File: config.mk
export PLATFORM = sky130hd
export DESIGN_NAME = mjq_horner_step
export DESIGN_NICKNAME = d
export VERILOG_FILES = /design/src/design/mjq_pkg.sv /design/src/design/mjq_horner_step.sv
export SDC_FILE = /design/constraint.sdc
export NUM_CORES = 2
export LEC_CHECK = 0
export ABC_AREA = 1
export BUFFER_PORTS_ARGS = -buffer_cell sky130_fd_sc_hd__buf_4
export CAP_MARGIN = 20
export CORE_UTILIZATION = 35
export DETAILED_ROUTE_END_ITERATION = 8
export SLEW_MARGIN = 25
export SYNTH_ARGS = -nofsm -noshare
export SYNTH_HDL_FRONTEND = slang
export SYNTH_SLANG_ARGS = --single-unit
File: constraint.sdc
create_clock -name clk -period 10.6 [get_ports clk]
set_input_delay 2.65 -clock clk [delete_from_list [all_inputs] [get_ports clk]]
set_output_delay 2.65 -clock clk [all_outputs]
set_load 0.03 [all_outputs]
File: src/design/mjq_pkg.sv
// shared constants, types and helpers for the minimum-jerk quintic evaluator
// no dependencies; every other file of the block imports this package

package mjq_pkg;

  // default width of positions, velocities and accelerations
  localparam int VALUE_WIDTH_DEF = 32;

  // time sample: unsigned, 16 fraction bits, 65536 is one
  localparam int TIME_W    = 17;
  localparam int TIME_FRAC = 16;

  // doubled coefficients need 8 bits over the register width,
  // the horner accumulator 13 bits (bound 3258 * 2^(w-1) at t < 2)
  localparam int COEF_GUARD = 8;
  localparam int ACC_GUARD  = 13;

  localparam int NUM_COEF  = 6;
  localparam int NUM_REGS  = 6;
  localparam int REG_IDX_W = 3;

  // register map, in address order
  typedef enum logic [REG_IDX_W-1:0] {
    REG_START_POSITION,
    REG_START_VELOCITY,
    REG_START_ACCEL,
    REG_END_POSITION,
    REG_END_VELOCITY,
    REG_END_ACCEL
  } reg_idx_t;

  // apb data width: 32 bits, 64 once a register no longer fits
  function automatic int cfg_data_w(input int vw);
    return (vw > 32) ? 64 : 32;
  endfunction

  // lowest address bit that selects a register
  function automatic int cfg_addr_lsb(input int vw);
    return (vw > 32) ? 3 : 2;
  endfunction

  function automatic int cfg_addr_w(input int vw);
    return cfg_addr_lsb(vw) + REG_IDX_W;
  endfunction

endpackage

File: src/design/mjq_horner_step.sv
// one horner step: acc_o = round(acc_i * t / 2^16) + coef, ties away from zero
// three register stages (magnitude, split multiply, combine and add); uses mjq_pkg

module mjq_horner_step #(
  parameter int VALUE_WIDTH = mjq_pkg::VALUE_WIDTH_DEF
) (
  input  logic                                              clk,
  input  logic                                              rst_n,
  input  logic                                              en,
  input  logic                                              valid_i,
  input  logic signed [VALUE_WIDTH+mjq_pkg::ACC_GUARD-1:0]  acc_i,
  input  logic [mjq_pkg::TIME_W-1:0]                        time_i,
  input  logic signed [VALUE_WIDTH+mjq_pkg::COEF_GUARD-1:0] coef_i,
  output logic                                              valid_o,
  output logic signed [VALUE_WIDTH+mjq_pkg::ACC_GUARD-1:0]  acc_o,
  output logic [mjq_pkg::TIME_W-1:0]                        time_o
);
  import mjq_pkg::*;

  localparam int ACC_W  = VALUE_WIDTH + ACC_GUARD;
  localparam int COEF_W = VALUE_WIDTH + COEF_GUARD;
  localparam int LO_W   = (ACC_W + 1) / 2;
  localparam int HI_W   = ACC_W - LO_W;
  localparam int PROD_W = ACC_W + TIME_W;
  localparam int SUM_W  = ACC_W + 1;
  localparam logic [PROD_W-1:0] HALF = PROD_W'(1) << (TIME_FRAC - 1);

  // stage 1: sign and magnitude
  logic                  v1_r, n1_r;
  logic [ACC_W-1:0]      mag_r, mag_nxt;
  logic [TIME_W-1:0]     t1_r;
  // stage 2: two partial products
  logic                  v2_r, n2_r;
  logic [LO_W+TIME_W-1:0] lo_r, lo_nxt;
  logic [HI_W+TIME_W-1:0] hi_r, hi_nxt;
  logic [TIME_W-1:0]     t2_r;
  // stage 3: rounded product added to the coefficient
  logic                  v3_r;
  logic signed [ACC_W-1:0] acc_r, acc_nxt;
  logic [TIME_W-1:0]     t3_r;

  logic [PROD_W-1:0]       full;
  logic [ACC_W-1:0]        rnd;
  logic signed [SUM_W-1:0] coef_ext, rnd_ext, sum;

  always_comb begin
    mag_nxt = acc_i[ACC_W-1] ? ACC_W'(-acc_i) : ACC_W'(acc_i);
    lo_nxt  = (LO_W+TIME_W)'(mag_r[LO_W-1:0]) * (LO_W+TIME_W)'(t1_r);
    hi_nxt  = (HI_W+TIME_W)'(mag_r[ACC_W-1:LO_W]) * (HI_W+TIME_W)'(t1_r);

    // recombine the halves and round half up on the magnitude
    full     = {hi_r, LO_W'(0)} + PROD_W'(lo_r) + HALF;
    rnd      = full[TIME_FRAC +: ACC_W];
    coef_ext = signed'({{(SUM_W-COEF_W){coef_i[COEF_W-1]}}, coef_i});
    rnd_ext  = signed'({1'b0, rnd});
    sum      = n2_r ? (coef_ext - rnd_ext) : (coef_ext + rnd_ext);
    acc_nxt  = signed'(sum[ACC_W-1:0]);
  end

  // valid bits
  always_ff @(posedge clk) begin
    if (!rst_n) begin
      v1_r <= 1'b0;
      v2_r <= 1'b0;
      v3_r <= 1'b0;
    end else if (en) begin
      v1_r <= valid_i;
      v2_r <= v1_r;
      v3_r <= v2_r;
    end
  end

  // datapath
  always_ff @(posedge clk) begin
    if (en) begin
      n1_r  <= acc_i[ACC_W-1];
      mag_r <= mag_nxt;
      t1_r  <= time_i;
      n2_r  <= n1_r;
      lo_r  <= lo_nxt;
      hi_r  <= hi_nxt;
      t2_r  <= t1_r;
      acc_r <= acc_nxt;
      t3_r  <= t2_r;
    end
  end

  assign valid_o = v3_r;
  assign acc_o   = acc_r;
  assign time_o  = t3_r;

endmodule

* Yosys cells after proc, flatten, opt, wreduce, memory -nomap -nowiden
Index checks and enable logic that the tools add are counted.
** Cells by class
- $mul :: 2
- Mux-type cells :: 2
- $add $sub $neg :: 5
** Operator list (number)
- $add 61x16->61 const B :: 1
- $add 61x40->61 :: 1
- $add 40x45->45 :: 1
- $mux 45 :: 1
- $neg 45->45 :: 1
- $sub 40x45->45 :: 1
- $mux 44 :: 1
- $mul 23x17->40 :: 1
- $mul 22x17->38 :: 1
** Word-level totals
- Input port bits :: 106
- Register bits :: 224
- Logic and storage cells :: 22

* Logic depth before layout (Yosys ltp)
- Depth after elaboration :: 4
- Gate-level depth with buffers :: 34
- Depth with buffers taken out :: 34

* Least setup slack after synthesis
OpenSTA, ideal clock, no wires.
- Path kind :: reg2reg
- Start point :: register t1_r[2]
- End point :: register hi_r[31], data pin
- Data arrival time :: 5839 ps
- Cell stages (with the launch flop) :: 26
- Path buffers :: 2
- Slack :: 4503 ps
- Data required time :: 10342 ps
- Period minus slack after synthesis :: 6097 ps
- Path through :: edfxtp_1 > clkbuf_1 > clkbuf_1 > nand2_1 > fa_1 > inv_1 > fa_1 > inv_1 > fa_1 > inv_1 > fa_1 > inv_1 > fa_1 > inv_1 > fa_1 > ha_1 > nand2_1 > nor2_1 > nand2_1 > nor4b_1 > a21oi_1 > o21ai_0 > nand2_1 > nand2_1 > a21oi_1 > xnor2_1
** Between the ends
- Longest elaborated chain between the ends :: 1
** RTL lines
- start, declared :: RTL line mjq_horner_step.sv:31 : logic [TIME_W-1:0] t1_r;
- start signal, assigned :: RTL line mjq_horner_step.sv:78 : t1_r <= time_i;
- $mul 22x17->38 :: RTL line mjq_horner_step.sv:49 : hi_nxt = (HI_W+TIME_W)'(mag_r[ACC_W-1:LO_W]) * (HI_W+TIME_W)'(t1_r);
- via hi_nxt[31] :: RTL line mjq_horner_step.sv:35 : logic [HI_W+TIME_W-1:0] hi_r, hi_nxt;
- end signal, assigned :: RTL line mjq_horner_step.sv:81 : hi_r <= hi_nxt;
- end, declared :: RTL line mjq_horner_step.sv:35
The timed path passes the listed nets, and every way through them passes these cells.
A chain may end at the register's enable or synchronous reset.

* Worst setup path after layout
- Start point :: register t1_r[5]
- End point :: register lo_r[27], data pin
** Between the ends
- Longest elaborated chain between the ends :: 1
** RTL lines
- $mul 23x17->40 :: RTL line mjq_horner_step.sv:48 : lo_nxt = (LO_W+TIME_W)'(mag_r[LO_W-1:0]) * (LO_W+TIME_W)'(t1_r);
- via lo_nxt[27] :: RTL line mjq_horner_step.sv:34 : logic [LO_W+TIME_W-1:0] lo_r, lo_nxt;
- end signal, assigned :: RTL line mjq_horner_step.sv:80 : lo_r <= lo_nxt;
- end, declared :: RTL line mjq_horner_step.sv:34
The timed path passes the listed nets, and every way through them passes these cells.

==> results.txt <==
TritonCTS clock tree - built
Clk sink count - 209
Compound-Gate Fraction of Synth Area - 5.032%
Placed cell area - 41,190 um2
Critical R2R Launch - t1_r[5]$_DFFE_PP_
DR iter-0 viols - 1,745
Worst Path Required - 11.00 ns
Final Hold Slack - 0.4192 ns
Worst R2R End - lo_r[27]$_DFFE_PP_
Fin area - 42,210 um2
Number of global-route vias before repair - 31,894
Worst Hold Depth - 0
Simple-gate share of the synthesized area - 18.91%
Worst-path clk slew - 0.06 ns
R2R depth - 25
Die ar. - 111,600 um2
Max Slew Vio Count - 0
Overflow after GRT - 0
Core area - 109,200 um2
Avg WL per Cell - 16.32 um
DRC violations left - 0
Most common cell after layout, fill and taps aside - nand2_1
EDFF count, synth - 206
CP Max Fanout - 32
Worst setup SP type - flip-flop
Die Wd - 334.1 um
Routed vias - 30,494
Final Critical Period - 6.937 ns
Crit path kind - flip-flop to flip-flop
PostCTS Resize Cnt - 0
Post-Syn Area - 38,590 um2
ANT cells - 0
GRT Overall Usage - 19.36%
Slew headroom - 31.12%
RSZ-0062 raised after global routing - false
FP Rows - 121
Worst Max-Slew Pin Slew - 1.033 ns
Synth Area in Adders - 40.94%
HP Class - flip-flop to flip-flop
Final setup fails - 0
Primary FF master, synth - edfxtp_1
Clock skew - 0.02778 ns
WL final - 105,600 um
Mapped Cells - 4,935
Root Buffer - clkbuf_16
Unique masters post-synth - 46
Clk Latency, worst-skew pair - 0.64 ns
Max-cap check violation count - 0
Cts hold-fix bufs - 0
I/O Buffers - 168
FF-to-FF setup slack - 3.66 ns
Most frequent cells in the layout - nand2_1, inv_1, fa_1
Largest net degree at the start of global routing - 134
Number of iterations in the first detailed-routing pass - 5
Layout Nets - 5,974
Die height - 334.1 um
CP endpoint kind - flip-flop
Worst-case clock buffer depth - 3
YS warnings - 0
Area grow syn2layout - 9.383%
Post-synth ARST share - 0%
Placed cell count - 6,417
Max stage delay on crit path - 0.72 ns
Global-route wire length before repair - 171,200 um
DP HPWL - 82,420 um
Sequential cell area fraction in the yosys report - 16.19%
CP max-delay cell - edfxtp_1
Xor/xnor share of the synthesized area - 4.494%
Tcrit/Tclk final - 65.45%
Post-Syn Nets - 5,937
Placer Congestion - 0.8956
Share of cells above drive strength 1 - 5.826%
Mean area per synthesized cell - 7.820 um2
Inserted Clock Buffers - 29
Final std cells w/o fill - 6,471
H-tree depth - 1
Via density - 4.712
Largest family of logic cells by synthesized area - adder cells
Ports - 169
Initial antenna violation count - 0
Post-synthesis mux area share - 0%
HP Start - t2_r[16]$_DFFE_PP_
DRT antenna net count - 0
Post-synthesis register bit count - 209
Setup bufs post-CTS - 0
Final setup TNS - 0 ns
Hold EP - time_o[16]$_DFFE_PP_
Hold Fails Final Rpt - 0
Initial Utilization - 35.35%
Status - complete, no violations
Max Clk Rate - 144.1 MHz
Critical path arrival - 7.34 ns
kinds of logic (layout without fill, tap and decap cells):
family | after synthesis | in the layout
buffers and inverters | 1485 | 1545
AO/OA/AOI/OAI | 346 | 346
adder cells (fa/ha/maj) | 896 | 896
XOR/XNOR | 198 | 198
AND/OR/NAND/NOR | 1801 | 1801
flip-flops | 209 | 209
critical path, delay by kind of cell (launching register included):
family,cells,cell delay (ns)
flops,1,0.72
fa+ha+maj,7,3.25
compound gates,2,0.45
buf+inv,7,0.99
simple gates,8,0.93
xor+xnor,1,0.31
synth_stat cells, drive strengths merged, types with 7 or more instances:
master	count	area, um2
nand2	1333	5029
inv	1301	4883
fa	611	12230
ha	285	3566
nor2	254	1039
edfxtp	206	6186
clkbuf	182	683.2
a21oi	160	800.8
xor2	135	1182
nand3	108	565.5
o21ai	96	480.5
xnor2	63	551.8
nor3	38	220.2
nand4	35	225.2
a31oi	28	175.2
o21a	17	127.6
nor4	12	75.07
a21o	10	75.07
nand3b	8	60.06
o21bai	8	60.06
and3	7	43.79
worst max-delay path by stage:
stage,startpoint,to,cells after the start
after floorplan,t1_r[2]$_DFFE_PP_,hi_r[31]$_DFFE_PP_,25
after global placement,t1_r[5]$_DFFE_PP_,lo_r[27]$_DFFE_PP_,25
after detailed placement,t1_r[5]$_DFFE_PP_,lo_r[27]$_DFFE_PP_,25
after CTS,t1_r[5]$_DFFE_PP_,lo_r[27]$_DFFE_PP_,25
after global routing,t1_r[5]$_DFFE_PP_,lo_r[27]$_DFFE_PP_,25
final,t1_r[5]$_DFFE_PP_,lo_r[27]$_DFFE_PP_,25
state kept, by name (all words and copies together), names as in the netlist:
signal / count
t1_r: 17
valid_o: 1
v2_r: 1
acc_o: 45
n2_r: 1
v1_r: 1
mag_r: 45
lo_r: 25
hi_r: 38
t2_r: 17
n1_r: 1
time_o: 17
final cells by class:
type | instances | area [um2]
sequential | 209 | 6246
timing repair buffer | 188 | 1431
tap | 1476 | 1847
fill | 11290 | 66940
clock buffer | 30 | 729.5
clock inverter | 24 | 296.5
inverter | 1303 | 4891
multi-input combinational | 3241 | 26770
through the flow:
step                      setup WS (ns)  utilization [%]
final                             3.663            38.67
after global routing              3.270            38.67
after CTS                         3.806            38.67
after detailed placement          3.826            37.73
after global placement            3.902            37.73
after floorplan                   4.503                -
routing by layer:
metal	GRT usage [%]	wire length (um)	vias to the layer above
li1	-	-	14653
met1	26.71	48140	14792
met2	31.78	47690	916
met3	3.027	7185	133
met4	4.509	2585	0
met5	0	0	-
Power is left out: the tool's default activity adds up to more than one toggle a clock period on the data nets, which glitch-free logic cannot reach.
