$ cat config.mk
export PLATFORM = sky130hd
export DESIGN_NAME = mjq_coef
export DESIGN_NICKNAME = d
export VERILOG_FILES = /design/src/design/mjq_pkg.sv /design/src/design/mjq_coef.sv
export SDC_FILE = /design/constraint.sdc
export NUM_CORES = 2
export LEC_CHECK = 0
export ABC_AREA = 1
export BUFFER_PORTS_ARGS = -buffer_cell sky130_fd_sc_hd__buf_2
export CORE_MARGIN = 2
export CORE_UTILIZATION = 40
export CTS_BUF_LIST = sky130_fd_sc_hd__clkbuf_8
export CTS_CLUSTER_SIZE = 28
export DETAILED_ROUTE_END_ITERATION = 7
export GPL_ROUTABILITY_DRIVEN = 0
export SYNTH_ARGS = -nofsm -noshare
export SYNTH_HDL_FRONTEND = slang
export SYNTH_SLANG_ARGS = --single-unit
$ cat constraint.sdc
create_clock -name clk -period 5.45 [get_ports clk]
set_input_delay 0.545 -clock clk [delete_from_list [all_inputs] [get_ports clk]]
set_output_delay 0.545 -clock clk [all_outputs]
set_load 0.01 [all_outputs]
$ cat src/design/mjq_pkg.sv
// shared constants, types and helpers for the minimum-jerk quintic evaluator
// no dependencies; every other file of the block imports this package

package mjq_pkg;

  // default width of positions, velocities and accelerations
  localparam int VALUE_WIDTH_DEF = 32;

  // time sample: unsigned, 16 fraction bits, 65536 is one
  localparam int TIME_W    = 17;
  localparam int TIME_FRAC = 16;

  // doubled coefficients need 8 bits over the register width,
  // the horner accumulator 13 bits (bound 3258 * 2^(w-1) at t < 2)
  localparam int COEF_GUARD = 8;
  localparam int ACC_GUARD  = 13;

  localparam int NUM_COEF  = 6;
  localparam int NUM_REGS  = 6;
  localparam int REG_IDX_W = 3;

  // register map, in address order
  typedef enum logic [REG_IDX_W-1:0] {
    REG_START_POSITION,
    REG_START_VELOCITY,
    REG_START_ACCEL,
    REG_END_POSITION,
    REG_END_VELOCITY,
    REG_END_ACCEL
  } reg_idx_t;

  // apb data width: 32 bits, 64 once a register no longer fits
  function automatic int cfg_data_w(input int vw);
    return (vw > 32) ? 64 : 32;
  endfunction

  // lowest address bit that selects a register
  function automatic int cfg_addr_lsb(input int vw);
    return (vw > 32) ? 3 : 2;
  endfunction

  function automatic int cfg_addr_w(input int vw);
    return cfg_addr_lsb(vw) + REG_IDX_W;
  endfunction

endpackage

$ cat src/design/mjq_coef.sv
// doubled quintic coefficients from the six boundary registers
// two register stages of constant-weight sums; depends on mjq_pkg

module mjq_coef #(
  parameter int VALUE_WIDTH = mjq_pkg::VALUE_WIDTH_DEF
) (
  input  logic                                              clk,
  input  logic                                              rst_n,
  input  logic signed [VALUE_WIDTH-1:0]                     x0_i,
  input  logic signed [VALUE_WIDTH-1:0]                     v0_i,
  input  logic signed [VALUE_WIDTH-1:0]                     a0_i,
  input  logic signed [VALUE_WIDTH-1:0]                     x1_i,
  input  logic signed [VALUE_WIDTH-1:0]                     v1_i,
  input  logic signed [VALUE_WIDTH-1:0]                     a1_i,
  output logic signed [VALUE_WIDTH+mjq_pkg::COEF_GUARD-1:0] coef_o [mjq_pkg::NUM_COEF]
);
  import mjq_pkg::*;

  localparam int COEF_W = VALUE_WIDTH + COEF_GUARD;

  typedef logic signed [COEF_W-1:0] coef_t;

  function automatic coef_t ext(input logic signed [VALUE_WIDTH-1:0] v);
    return coef_t'(v);
  endfunction

  function automatic coef_t scale(input coef_t v, input coef_t k);
    return v * k;
  endfunction

  coef_t x0, v0, a0, x1, v1, a1, dx;

  // first stage: three partial sums per higher coefficient
  coef_t d0_r, d1_r, d2_r;
  coef_t p3a_r, p3b_r, p3c_r;
  coef_t p4a_r, p4b_r, p4c_r;
  coef_t p5a_r, p5b_r, p5c_r;
  coef_t p3a_nxt, p3b_nxt, p3c_nxt;
  coef_t p4a_nxt, p4b_nxt, p4c_nxt;
  coef_t p5a_nxt, p5b_nxt, p5c_nxt;

  // second stage: finished coefficients
  coef_t coef_r [NUM_COEF];

  always_comb begin
    x0 = ext(x0_i);
    v0 = ext(v0_i);
    a0 = ext(a0_i);
    x1 = ext(x1_i);
    v1 = ext(v1_i);
    a1 = ext(a1_i);
    dx = x1 - x0;

    // d3 = -3a0 - 12v0 + 20(x1-x0) + a1 - 8v1
    p3a_nxt = -scale(a0, coef_t'(3)) - scale(v0, coef_t'(12));
    p3b_nxt = scale(dx, coef_t'(20));
    p3c_nxt = a1 - scale(v1, coef_t'(8));
    // d4 = 3a0 + 16v0 - 30(x1-x0) - 2a1 + 14v1
    p4a_nxt = scale(a0, coef_t'(3)) + scale(v0, coef_t'(16));
    p4b_nxt = -scale(dx, coef_t'(30));
    p4c_nxt = scale(v1, coef_t'(14)) - scale(a1, coef_t'(2));
    // d5 = -a0 - 6v0 + 12(x1-x0) + a1 - 6v1
    p5a_nxt = -a0 - scale(v0, coef_t'(6));
    p5b_nxt = scale(dx, coef_t'(12));
    p5c_nxt = a1 - scale(v1, coef_t'(6));
  end

  always_ff @(posedge clk) begin
    if (!rst_n) begin
      d0_r  <= '0;
      d1_r  <= '0;
      d2_r  <= '0;
      p3a_r <= '0;
      p3b_r <= '0;
      p3c_r <= '0;
      p4a_r <= '0;
      p4b_r <= '0;
      p4c_r <= '0;
      p5a_r <= '0;
      p5b_r <= '0;
      p5c_r <= '0;
      for (int i = 0; i < NUM_COEF; i++) begin
        coef_r[i] <= '0;
      end
    end else begin
      d0_r  <= scale(x0, coef_t'(2));
      d1_r  <= scale(v0, coef_t'(2));
      d2_r  <= a0;
      p3a_r <= p3a_nxt;
      p3b_r <= p3b_nxt;
      p3c_r <= p3c_nxt;
      p4a_r <= p4a_nxt;
      p4b_r <= p4b_nxt;
      p4c_r <= p4c_nxt;
      p5a_r <= p5a_nxt;
      p5b_r <= p5b_nxt;
      p5c_r <= p5c_nxt;
      coef_r[0] <= d0_r;
      coef_r[1] <= d1_r;
      coef_r[2] <= d2_r;
      coef_r[3] <= p3a_r + p3b_r + p3c_r;
      coef_r[4] <= p4a_r + p4b_r + p4c_r;
      coef_r[5] <= p5a_r + p5b_r + p5c_r;
    end
  end

  assign coef_o = coef_r;

endmodule

After elaboration in Yosys (flattened, before gate mapping) --
Index checks and enable logic that the tools add are counted.
Storage, ports and cells: register bits after elaboration 674, input port bits 194, word-level logic and storage cells 44
Cells by class: $add $sub $neg 16, multiply operators 8
Operators by type and width (number):
- $add A40 B40 Y40 | 6
- $mul A32 B3 Y35 const B | 4
- $neg A32 Y40 | 1
- $neg A35 Y40 | 1
- $neg A39 Y40 | 1
- $sub A40 B36 Y40 | 1
- $sub A40 B37 Y40 | 1
- $mul A33 B5 Y38 const B | 1
- $sub A37 B33 Y38 | 1
- $add A35 B36 Y37 | 1
- $mul A33 B4 Y37 const B | 1
- $sub A32 B36 Y37 | 1
- $mul A32 B4 Y36 const B | 1
- $mul A33 B3 Y36 const B | 1
- $sub A32 B35 Y36 | 1
- $sub A32 B32 Y33 | 1

Longest topological paths before layout --
depth in word-level cells 3, mapped depth 41

Least setup slack after synthesis --
OpenSTA, ideal clock, no wires.
kind input-to-reg, from input x0_i[2], to register p4b_r[34], path buffers 1, arrival 5629 ps, setup slack -295 ps, library setup time 115 ps, cell stages on the path 35, cell sequence inv_1 ha_1 a21oi_1 nand2_1 nand2_1 nand2_2 nand2_1 nand2_1 a31oi_2 o21ai_1 a21oi_2 inv_1 or2_2 nand2_1 inv_1 ha_1 ha_1 clkbuf_1 nand2_1 nand2_1 inv_1 fa_1 inv_1 ha_1 nand2_1 inv_1 a21oi_1 o21ai_1 a21o_1 xor2_1 nor2_1 nand4_4 nor2_4 nand2_1 and3_1
On the way: longest elaborated chain between the ends 3
Ends and longest elaborated chain:
- from (decl) | RTL line mjq_coef.sv:9 | input logic signed [VALUE_WIDTH-1:0] x0_i,
- $sub A32 B32 Y33 | RTL line mjq_coef.sv:52 | dx = x1 - x0;
- $mul A33 B5 Y38 | RTL line mjq_coef.sv:28 | return v * k;
- $neg A39 Y40 | RTL line mjq_coef.sv:60 | p4b_nxt = -scale(dx, coef_t'(30));
- to (signal assigned) | RTL line mjq_coef.sv:93 | p4b_r <= p4b_nxt;
- to (decl) | RTL line mjq_coef.sv:36 | coef_t p4a_r, p4b_r, p4c_r;
No other way between the ends. A chain may end at the register's enable or synchronous reset.

Worst setup path in the final report --
from input v0_i[1], to register p5a_r[36]
On the way: longest elaborated chain between the ends 2
Ends and longest elaborated chain:
- from (decl) | RTL line mjq_coef.sv:10 | input logic signed [VALUE_WIDTH-1:0] v0_i,
- $mul A32 B3 Y35 | RTL line mjq_coef.sv:28
- $sub A40 B36 Y40 | RTL line mjq_coef.sv:63 | p5a_nxt = -a0 - scale(v0, coef_t'(6));
- to (signal assigned) | RTL line mjq_coef.sv:95 | p5a_r <= p5a_nxt;
- to (decl) | RTL line mjq_coef.sv:37 | coef_t p5a_r, p5b_r, p5c_r;
No other way between the ends.

==> flow_summary.toml <==
[timing]
hold_violations = 0
fin_crit_ns = 5.204
slew_violations = 0
setup_violations = 0
setup_tns_ns = 0
fin_skew_ns = 0.07970
worst_slew_pin_slew_ns = 1.146
timing.final.ws_setup_ns = 0.2462
max_freq_mhz = 192.2
rsz0062_at_grt = "yes"
slew_headroom = 0.2362
fin_crit_sh = 0.9548

[worst_hold_path]
holdCritPathClass = "in -> reg"
holdCritStartpoint = "a1_i[2]"

[cts]
cts_made_buffers = 110
clk_pin_slew_ns = 0.06
clk_path_buf_depth = 3
htree_levels = 3
worstSkewPairLatency_ns = 0.90
clock-root-buffer = "clkbuf_8"
clock-sinks = 643
tritoncts = "done"

[floorplanning]
initial_core_util = 0.4027
die_w_um = 378.6
die_area_um2 = 143300
rows = 137
fp.dieH_um = 378.6
ios = 434
coreArea_um2 = 139400

[worst_setup_path]
critical_path.endpoint_type = "flip-flop"
crit_fanout = 4
critPathLaunchType = "input pin"
crit_top_cell = "nand2_1"
arrival_ns = 5.97
crit_type = "in -> reg"
cpMaxStageDelayCell = "dlygate4sd3_1"
worst-path-buf-inv = 5
crit_family = "adder cells"
timing.rr.start = "p3b_r[2]$_SDFF_PN0_"
cp.required_ns = 6.22
cp_slowest_stage_delay_ns = 0.54
crit_start = "v0_i[1]"

[power_and_ir_drop]
seqPwrFrac = 0.134
p_clk_frac = 0.094
p_int_w = 0.02545
p_sw_w = 0.02720
combPwrFrac = 0.773
vdd_ir_drop_max_mv = 0.8246
p_per_area_nw_per_um2 = 739.7
leakage_nw = 38.07
switching_share = 0.5167
power_w = 0.05265

[finish]
num-fill-cells = 13805
layout-drive-gt1-share = 0.1870
fin_area_um2 = 71180
final_nets = 10424
multi_input_comb_area_um2 = 38620
stdcell_count = 11191
seqCellArea_um2 = 12870
area_delta_synth_final_pct = 26.83

[job]
max-cap-violations = 0

[routing]
vias = 57944
ant_nets = 0
routed_wl_mm = 208.3
drt_iter0_drc = 4982
dr.pass1.iters = 8
drc = 0
viasPerCell = 5.178
wl_per_cell_um = 18.61

[synthesis]
yosysTopAreaCellShare = 0.2294
yosysWarnings = 0
synthTopCellsByArea = "dfxtp_1 23%, ha_1 18%, inv_1 9.1%"
yosysTopAreaCell = "dfxtp_1"
synth_most_common_cell = "inv_1"
synthTopCellsByCount = "1,365 x inv_1, 1,357 x nand2_1, 1,021 x a21oi_1"
synth_area_um2 = 56130
seq_area_frac_synth = 0.2294
synth_top_flop_cell = "dfxtp_1"
synth_edf_count = 0
ys_ff_latch = 643
async_reset_ff_frac = 0
netlist_instances = 7827
synth_area_per_cell_um2 = 7.171
yosysUniqueCellTypes = 70

[status]
status = "finished, final reports clean"

[grt]
grt_pass1_wl_mm = 309.8
grt_start_max_net_pins = 228
antenna_found_initial = 25
grt_use_total = 0.2814
grt_pass1_vias = 54851
overflow = 0

[placement]
preCtsSetupSlack_ns = -0.7578
port_buffers = 431
place_area_um2 = 66760
dpl.cell_count = 10870
dpl.hpwl_mm = 175.2
==> per-layer routing <==
metal,vias up,track usage,part of all wire
met2,2245,0.4494,0.44
met3,479,0.03856,0.075
met5,-,0,0.00030
li1,28675,-,-
met1,26533,0.3702,0.43
met4,12,0.1424,0.055
==> worst register-to-register path, delay by kind of cell, from the launching register on <==
family | cells | cell delay (ns)
compound gates | 6 | 1.35
flops | 1 | 0.46
buf+inv | 5 | 0.69
fa+ha+maj | 3 | 1.47
simple gates | 7 | 0.76
==> layout make-up <==
| type | instances | share of cell area |
|---|---|---|
| antenna | 5 | 0.0001758 |
| clock buffer | 136 | 0.02630 |
| clock inverter | 70 | 0.008666 |
| inverter | 1387 | 0.07317 |
| multi-input combinational | 5692 | 0.5425 |
| sequential | 643 | 0.1808 |
| tap | 1876 | 0.03297 |
| timing repair buffer | 1382 | 0.1354 |
==> layout by cell type (no fill, tap or decap), types with 97 or more instances in the layout <==
cell type,synthesis,layout
a21oi_1,1021,996
buf_2,0,428
buf_4,27,848
clkbuf_8,0,136
dfxtp_1,643,643
dlygate4sd3_1,0,97
fa_1,207,205
ha_1,807,766
inv_1,1365,1382
nand2_1,1357,1332
nand3_1,164,163
nor2_1,628,610
o21a_1,145,145
o21ai_0,566,543
xor2_1,131,119
==> stage by stage <==
stage	utilization	hold slack [ns]
2_1_floorplan	-	0.3905
3_3_place_gp	0.4790	0.3922
3_5_place_dp	0.4790	0.3953
4_1_cts	0.5038	0.03656
5_1_grt	0.5107	0.09755
6_report	0.5108	0.09018
==> worst paths after layout <==
| path | to | depth (start not counted) | slack (ns) |
|---|---|---|---|
| setup / recovery | p5a_r[36]$_SDFF_PN0_ | 30 | 0.25 |
| hold / removal | p3c_r[2]$_SDFF_PN0_ | 3 | 0.09 |
| setup reg to reg | coef_o[74]$_SDFF_PN0_ | 21 | 0.66 |
| hold reg to reg | coef_o[164]$_SDFF_PN0_ | 2 | 0.40 |
==> power groups by stage <==
stage               clock, W  sequential, W  combinational (W)
finish               0.00494        0.00703             0.0407
global route         0.00527        0.00712             0.0446
CTS                  0.00507        0.00702             0.0387
detailed placement         0        0.00710             0.0384
global placement           0        0.00710             0.0381
floorplan                  0        0.00686             0.0222
==> timing repair <==
action                     in CTS  in global routing
hold buffers                   97                  0
setup endpoints to repair       0                 51
setup buffers                   0                 15
hold endpoints to repair       97                  0
gates resized for setup         0                183
==> sequential cells by signal (all words and copies together) (netlist names) <==
register  count
coef_o      214
d0_r         32
d1_r         32
d2_r         32
p3a_r        39
p3b_r        37
p3c_r        36
p4a_r        36
p4b_r        38
p4c_r        37
p5a_r        39
p5b_r        35
p5c_r        36
==> cell families (layout without fill, tap and decap cells) <==
group / after synthesis / after routing / share of synthesized area
other: 1 / 7 / 0.00006682
and+or+nand+nor: 2377 / 2377 / 0.1746
AOI/OAI and AO/OA: 2092 / 2092 / 0.2080
buffers and inverters: 1493 / 2975 / 0.1017
adders and majority gates: 1014 / 1014 / 0.2537
xor gates and xnor gates: 207 / 207 / 0.03257
DFF: 643 / 643 / 0.2294
Note: power is estimated with default switching activity, not from simulation.
